**config.mk**
```make
export PLATFORM = sky130hd
export DESIGN_NAME = block_group_reverser
export DESIGN_NICKNAME = d
export VERILOG_FILES = /design/src/sv/bgr_pkg.sv /design/src/sv/bgr_ram.sv /design/src/sv/block_group_reverser.sv
export SDC_FILE = /design/constraint.sdc
export NUM_CORES = 2
export LEC_CHECK = 0
export ABC_CLOCK_PERIOD_IN_PS = 3470
export BUFFER_PORTS_ARGS = -buffer_cell sky130_fd_sc_hd__buf_2
export CAP_MARGIN = 20
export CORE_MARGIN = 1.5
export CORE_UTILIZATION = 51
export CTS_BUF_LIST = sky130_fd_sc_hd__clkbuf_2
export DETAILED_ROUTE_END_ITERATION = 16
export HOLD_SLACK_MARGIN = 0.06
export PLACE_DENSITY = 0.76
export SYNTH_ARGS = -nofsm -noshare
export SYNTH_HDL_FRONTEND = slang
export SYNTH_SLANG_ARGS = --single-unit
```
**constraint.sdc**
```tcl
create_clock -name clk -period 3.47 [get_ports clk]
set_input_delay 1.041 -clock clk [delete_from_list [all_inputs] [get_ports clk]]
set_output_delay 1.041 -clock clk [all_outputs]
set_load 0.05 [all_outputs]
```
**src/sv/bgr_pkg.sv**
```systemverilog
// Shared types and constants for the block group reverser.
// Used by block_group_reverser and its bench; depends on nothing.
`default_nettype none

package bgr_pkg;

	localparam int MAX_GROUP_DEF = 64;
	localparam int VALUE_W       = 32;
	localparam int GROUP_SIZE_W  = 7;

	typedef struct packed {
		logic signed [VALUE_W-1:0] value;
		logic                      list_end;
	} in_item_t;

	typedef struct packed {
		logic signed [VALUE_W-1:0] out_value;
		logic                      run_last;
		logic                      out_end;
	} out_item_t;

	typedef enum logic {
		ST_IDLE,
		ST_DRAIN
	} state_t;

endpackage

`default_nettype wire

```
**src/sv/bgr_ram.sv**
```systemverilog
// Generic single-write, single-read RAM with a registered read port.
// Depends on nothing; the read register holds while read enable is low.
`default_nettype none

module bgr_ram #(
	parameter int WIDTH = 32,
	parameter int DEPTH = 64
) (
	input  wire logic                     clk,
	input  wire logic                     we,
	input  wire logic [$clog2(DEPTH)-1:0] waddr,
	input  wire logic [WIDTH-1:0]         wdata,
	input  wire logic                     re,
	input  wire logic [$clog2(DEPTH)-1:0] raddr,
	output logic      [WIDTH-1:0]         rdata
);

	logic [WIDTH-1:0] mem [DEPTH];

	always_ff @(posedge clk) begin
		if (we) begin
			mem[waddr] <= wdata;
		end
		if (re) begin
			rdata <= mem[raddr];
		end
	end

endmodule

`default_nettype wire

```
**src/sv/block_group_reverser.sv**
```systemverilog
// Block group reverser: buffers a value stream in groups and emits each full group reversed;
// a group cut short by list_end comes out in input order. A group of n results drains at one
// result per cycle while out_stall is low, from the group RAM read port, the first result
// appearing in the cycle after the read starts.
// Input stalls while a group drains. Reset clears control, group_size to 1; RAM is not cleared.
// Depends on bgr_pkg and bgr_ram.
`default_nettype none

module block_group_reverser #(
	parameter int MAX_GROUP = bgr_pkg::MAX_GROUP_DEF
) (
	input  wire logic                                clk,
	input  wire logic                                arst_n,
	input  wire logic                                cfg_valid,
	output logic                                     cfg_ready,
	input  wire logic [bgr_pkg::GROUP_SIZE_W-1:0]    cfg_data,
	input  wire logic                                in_valid,
	output logic                                     in_stall,
	input  wire bgr_pkg::in_item_t                   in_item,
	output logic                                     out_valid,
	input  wire logic                                out_stall,
	output bgr_pkg::out_item_t                       out_item
);

	import bgr_pkg::*;

	localparam int AW = $clog2(MAX_GROUP);
	localparam int CW = $clog2(MAX_GROUP + 1);
	localparam int KW = (CW > GROUP_SIZE_W) ? CW : GROUP_SIZE_W;

	state_t state_q, state_nxt;

	logic [GROUP_SIZE_W-1:0] group_size_q;
	logic [CW-1:0]           fill_q;
	logic [CW-1:0]           fill_nxt;
	logic [CW-1:0]           cnt_q;
	logic [AW-1:0]           rd_addr_q;
	logic                    rev_q;
	logic                    end_q;
	logic                    out_valid_s1;
	logic                    run_last_s1;
	logic                    out_end_s1;

	logic [KW-1:0]      k_eff;
	logic [KW-1:0]      gs_ext;
	logic               accept;
	logic               emit_full;
	logic               emit;
	logic               adv;
	logic               rd_en;
	logic [VALUE_W-1:0] rd_data;

	assign cfg_ready = 1'b1;
	assign accept    = in_valid && !in_stall;
	assign adv       = !out_valid_s1 || !out_stall;
	assign fill_nxt  = fill_q + CW'(1);

	always_comb begin
		gs_ext = KW'(group_size_q);
		if (gs_ext == '0) begin
			k_eff = KW'(1);
		end else if (gs_ext > KW'(MAX_GROUP)) begin
			k_eff = KW'(MAX_GROUP);
		end else begin
			k_eff = gs_ext;
		end
	end

	assign emit_full = KW'(fill_nxt) >= k_eff;
	assign emit      = emit_full || in_item.list_end;

	always_comb begin
		state_nxt = state_q;
		in_stall  = 1'b1;
		rd_en     = 1'b0;
		unique case (state_q)
			ST_IDLE: begin
				in_stall = 1'b0;
				if (in_valid && emit) begin
					state_nxt = ST_DRAIN;
				end
			end
			ST_DRAIN: begin
				rd_en = adv;
				if (adv && cnt_q == CW'(1)) begin
					state_nxt = ST_IDLE;
				end
			end
			default: begin
				state_nxt = ST_IDLE;
			end
		endcase
	end

	always_ff @(posedge clk or negedge arst_n) begin
		if (!arst_n) begin
			state_q <= ST_IDLE;
		end else begin
			state_q <= state_nxt;
		end
	end

	always_ff @(posedge clk or negedge arst_n) begin
		if (!arst_n) begin
			group_size_q <= GROUP_SIZE_W'(1);
			fill_q       <= '0;
			cnt_q        <= '0;
			rd_addr_q    <= '0;
			rev_q        <= 1'b0;
			end_q        <= 1'b0;
			out_valid_s1 <= 1'b0;
		end else begin
			if (cfg_valid && cfg_ready) begin
				group_size_q <= cfg_data;
			end
			if (accept) begin
				fill_q <= emit ? '0 : fill_nxt;
				if (emit) begin
					cnt_q     <= fill_nxt;
					rd_addr_q <= emit_full ? fill_q[AW-1:0] : '0;
					rev_q     <= emit_full;
					end_q     <= in_item.list_end;
				end
			end
			if (rd_en) begin
				cnt_q        <= cnt_q - CW'(1);
				rd_addr_q    <= rev_q ? rd_addr_q - AW'(1) : rd_addr_q + AW'(1);
				out_valid_s1 <= 1'b1;
			end else if (out_valid_s1 && !out_stall) begin
				out_valid_s1 <= 1'b0;
			end
		end
	end

	always_ff @(posedge clk) begin
		if (rd_en) begin
			run_last_s1 <= (cnt_q == CW'(1));
			out_end_s1  <= (cnt_q == CW'(1)) && end_q;
		end
	end

	bgr_ram #(
		.WIDTH(VALUE_W),
		.DEPTH(MAX_GROUP)
	) u_group_ram (
		.clk  (clk),
		.we   (accept),
		.waddr(fill_q[AW-1:0]),
		.wdata(in_item.value),
		.re   (rd_en),
		.raddr(rd_addr_q),
		.rdata(rd_data)
	);

	assign out_valid          = out_valid_s1;
	assign out_item.out_value = rd_data;
	assign out_item.run_last  = run_last_s1;
	assign out_item.out_end   = out_end_s1;

endmodule

`default_nettype wire
```
# Word level (Yosys, flattened, before mapping)
# Memories as Yosys holds them, arrays and structs flattened. A register that Yosys moved wholly into a read port is not among the register bits.
# Index checks and enable logic that the tools add are counted.
dict set report word_totals {
  mem_bits_rw 2048
  in_bits 45
  output_inout_bits 37
  n_memories 1
  register_bits 33
  wordCells 54
}
# memory words width read_ports rd_clocked_by_memory_dff wr line_no
set memory_table {}
lappend memory_table {u_group_ram.mem 64 32 1 1 1 bgr_ram.sv:18} ;# logic [WIDTH-1:0] mem [DEPTH];
dict set report classes {
  n_mux 20
  n_lt_le_gt_ge 2
  n_bitwise 1
  eq_ne 1
  n_reduce_logical 15
  n_addsub 4
}
# op count
set op_table {}
lappend op_table {{$mux 7} 6}
lappend op_table {{$mux 6} 5}
lappend op_table {{$mux 1} 8}
lappend op_table {{$add 7x1->7 const B} 1}
lappend op_table {{$eq 7x1->1 const B} 1}
lappend op_table {{$ge 7x7->1} 1}
lappend op_table {{$gt 7x7->1 const B} 1}
lappend op_table {{$logic_not 7->1} 1}
lappend op_table {{$sub 7x1->7 const B} 1}
lappend op_table {{$add 6x1->6 const B} 1}
lappend op_table {{$reduce_bool 2->1} 3}
lappend op_table {{$sub 6x1->6 const B} 1}
lappend op_table {{$logic_and 1x1->1} 5}
lappend op_table {{$reduce_and 2->1} 2}
lappend op_table {{$logic_not 1->1} 2}
lappend op_table {{$logic_or 1x1->1} 2}
lappend op_table {{$pmux 1 s2} 1}
lappend op_table {{$not 1->1} 1}

# Depth between registers and ports, before layout
dict set report logic_depth {
  word_depth 8
  mapped_depth 11
  depth_no_buf 10
}

# By module
# A second synthesis with hierarchy kept.
dict set report hier_totals {
  hier_cells 3528
  area_unflattened_um2 80813.8
}
# module seq_area_each_um2 n_inst cells_each area_each_um2
set modules_own_cells {}
lappend modules_own_cells {bgr_ram 62459.9 1 3324 78835.6}
lappend modules_own_cells {block_group_reverser 837.1 1 204 1978.1}

# Worst setup path after synthesis
# No wires, ideal clock.
dict set report synth_timing {
  path_type {input to register}
  from {input port in_valid}
  to {memory u_group_ram.mem[55][0], enable pin}
  required_time_ns 3.049
  n_path_buf 1
  t_arrival_ns 3.234
  path_slack_ns -0.185
  cell_stages 4
  setup_time_ns 0.421
  cell_sequence {nor2b_1 clkbuf_1 nand4_1 nor2_1}
}
dict set report synth_via {
  elab_chain_cells 3
}
# element line_no
set synth_rtl {}
lappend synth_rtl {{start, declared} block_group_reverser.sv:17} ;# input wire logic in_valid,
lappend synth_rtl {{$logic_and 1x1->1} block_group_reverser.sv:54} ;# assign accept = in_valid && !in_stall;
lappend synth_rtl {{$mux 1} bgr_ram.sv:21} ;# if (we) begin
lappend synth_rtl {{$mux 1 (implied by the code)} bgr_ram.sv:22} ;# mem[waddr] <= wdata;
lappend synth_rtl {{end, declared} bgr_ram.sv:18}
# Every way passes these cells.

# Worst setup path after layout
dict set report layout_timing {
  from {register u_group_ram.rdata[15] (read register of u_group_ram.mem)}
  to {output port out_item[17] (netlist bit)}
}
# element line_no
set layout_rtl {}
lappend layout_rtl {{start, declared} bgr_ram.sv:15} ;# output logic [WIDTH-1:0] rdata
lappend layout_rtl {{end, declared} block_group_reverser.sv:22} ;# output bgr_pkg::out_item_t out_item
# No word-level cell between the ends.

==> results.toml <==
[run_status]
violated_checks = "negative setup slack"
run_status = "finished with violations"

[placed_design]
place.port_buffers = 80
routabilityCongestion = 0.822
placedCellCount = 5756
dpl_worst_slack_ns = 0.137
detailedPlacementHpwl_um = 116000

[setup_path]
cp_capture_type = "primary output"
required_time_at_the_worst_slack_endpoint_ns = 2.43
critical_path.top_delay_family = "flip-flops"
worstRegToRegCells = 6
reg2reg_slack_ns = 0.11
setup.worst_path.class = "reg -> out"
end_of_the_worst_register_to_register_path = "u_group_ram.rdata[23]"
worst_r2r_startpoint = "rd_addr_q[2]"
stage_delay_of_the_slowest_cell_on_the_critical_path_ns = 0.55
cp_num_cells = 1
critical_path_buf_inv_count = 1
critical_path_arrival_ns = 2.58
crit_fanout = 1
crit_path_top_delay_cell = "edfxtp_1"
startpoint = "u_group_ram.rdata[15]"
worstPathCellList = "buf_6"
setup.worst_path.start_class = "flop"

[timing]
setup-violations-final = 15
hold_slack_ns = 0.145
final-hold-violation-count = 0
worst_slew_margin_rel_pct = 19.4
tns_ns = -1.44
worst_clock_skew_ns = 0.176
drv_slew = 0
setup_ws_ns = -0.153
final_worst_path_period_share_pct = 104
worst-slew-pin-transition_ns = 1.21
rsz0062_at_grt = "yes"
max_clock_freq_ghz = 0.276
finalCriticalPeriod_ns = 3.62

[global_routing]
number_of_antenna_violations_at_the_first_check_in_global_routing = 14
first_global_vias = 43000
grt_overflow_total = 0
maximum_number_of_pins_on_one_net_before_global_route_repair = 65
all_layer_global_routing_usage_pct = 25.0
grt_first_pass_wirelength_um = 289000

[synthesis]
async_flop_share_pct = 1.47
yosys.cell_count.top_type = "edfxtp_1"
postSynth.topFlopCell = "edfxtp_1"
synthTopCellsByArea = "edfxtp_1, mux4_2, dfrtp_1"
syn_nets = 3619
post_synth_inst_count = 3559
synth.yosys.seq_area_share_pct = 78.6
synth.lib_cells_used.distinct = 59
synthesis.yosys.warnings = 0
synth_area_um2 = 80500
synth_top_cell_by_area = "edfxtp_1"
synth.avg_cell_area_um2 = 22.6
synth_top_cells_by_count = "edfxtp_1, mux4_2, nand2_1"
synth_edf_count = 2082
yosysTopAreaCellShare_pct = 77.7
postSynthRegisterBits = 2113

[floorplan]
die_w_um = 400
vert_die_dim_um = 400
floorplan.die_area_um2 = 160000
row_cnt = 145
ios = 82
total_core_area_um2 = 156000
start_util_pct = 51.5

[clocking]
root_buffer = "clkbuf_2"
cts-root-to-sink-buffers = 4
worst_skew_pair.late_latency_ns = 1.84
clkTransAtPathRegs_ns = 0.12
htree_levels = 5
cts_sinks = 2113
cts_tree = "yes"
tritoncts_buffers = 486

[route]
first_iter_violations = 5839
vias_per_cell = 6.30
drtPass1Iterations = 8
detail-route-antenna-nets = 0
drt_drc_violations_left = 0
wl_um = 201000
dr_total_vias = 42200
avgRoutedWirePerCell_um = 29.9

[power_and_ir_drop]
cellPowerDensity_nw_per_um2 = 703
power.static_leakage_nw = 29.8
max-vdd-ir-drop_uv = 472

[layout]
postLayoutCoreUtil_pct = 58.4
drive_gt1_share_pct = 36.7
finalNonFillerCells = 6704
final.fill_count = 10900
synthToLayoutAreaGrowth_pct = 13.5
numnets_final = 4328

[min_path]
hp-class = "in -> reg"
worst_hold_startpoint = "in_item[27]"
hold_path_depth = 2
whs_endpoint = "u_group_ram.mem[56][26]"

[job]
maxCapViolations = 0
[cells in the final DEF, fill, tap and decap left out, types with 9 or more instances in the layout]
cell type and n:
nand2b_1 12, a221oi_1 68, dlygate4sd3_1 65, edfxtp_1 2082, a21oi_1 51, clkinv_2 26, buf_4 188, nor2b_1 11
buf_2 44, nor2_4 64, diode_2 13, buf_12 90, dfrtp_1 24, mux4_2 512, o21ai_0 26, nor2_1 34
mux2i_1 29, ha_1 14, clkinv_1 114, nor3_1 17, a22o_1 50, buf_6 36, o221ai_1 35, o22ai_1 26
nand3_1 19, a31oi_1 23, and2_1 9, a22oi_1 45, clkbuf_2 706, nand2_1 100
[metrics by stage]
step           cell area (um2)  power (W)
3_5_place_dp             85900     0.0494
4_1_cts                  91000     0.0644
6_report                 91300     0.0642
2_1_floorplan            80500     0.0424
5_1_grt                  91300     0.0667
3_3_place_gp             85900     0.0491
[how the worst max path moves through the flow]
stage / slack (ns) / end
2_1_floorplan: -0.18 / u_group_ram.mem[55][0]
3_3_place_gp: 0.13 / u_group_ram.rdata[3]
3_5_place_dp: 0.14 / u_group_ram.rdata[23]
4_1_cts: -0.34 / out_item[24]
5_1_grt: -0.31 / out_item[5]
6_report: -0.15 / out_item[17]
[what timing repair did]
action                                  in CTS  in global routing
endpoints found under the setup margin      36                 35
hold buffers                                65                  1
resized for setup                           73                  2
buffers inserted                             2                  1
endpoints found under the hold margin     2137                  4
[final cells by class]
| cell class | instances | area, um2 | area share [%] |
|---|---|---|---|
| well taps | 2058 | 2570 | 2.82 |
| multi-input cells | 1234 | 16700 | 18.3 |
| flip-flops and latches | 2113 | 63300 | 69.3 |
| diodes | 13 | 32.5 | 0.0356 |
| repair buffers | 423 | 4490 | 4.92 |
| clock buffers | 706 | 3530 | 3.87 |
| clock inverters | 147 | 637 | 0.697 |
| inverters | 10 | 37.5 | 0.0411 |
[kinds of logic after synthesis]
logic type	after synthesis	synth area share [%]
simple gates	298	1.67
mux	547	14.8
flops	2113	78.6
buf+inv	212	1.22
other cells	1	0.00466
compound gates	365	3.36
xor+xnor	8	0.0871
fa+ha+maj	15	0.243
[where the power goes]
| part | leakage (nW) | internal [W] | switching, W | total [W] |
|---|---|---|---|---|
| clock | 3.26 | 0.00558 | 0.00936 | 0.0149 |
| combinational | 7.47 | 0.00899 | 0.0108 | 0.0198 |
| sequential | 19.1 | 0.0286 | 0.000841 | 0.0294 |
| total | 29.8 | 0.0432 | 0.0210 | 0.0642 |
[per-layer routing]
metal | track usage, % | vias to the layer above | routed length [um]
met5 | 0 | - | 103
met4 | 9.98 | 16 | 6790
li1 | - | 17000 | -
met3 | 5.53 | 423 | 22200
met2 | 39.8 | 3014 | 97600
met1 | 34.0 | 21800 | 73900
[sequential cells by signal (all words and copies together), names as in the netlist]
name,flops
cnt_q,7
end_q,1
out_valid,1
out_end_s1,1
group_size_q,7
run_last_s1,1
u_group_ram.rdata,32
fill_q,7
u_group_ram.mem,2048
rev_q,1
state_q,1
rd_addr_q,6
(Power assumes the default switching activity.)
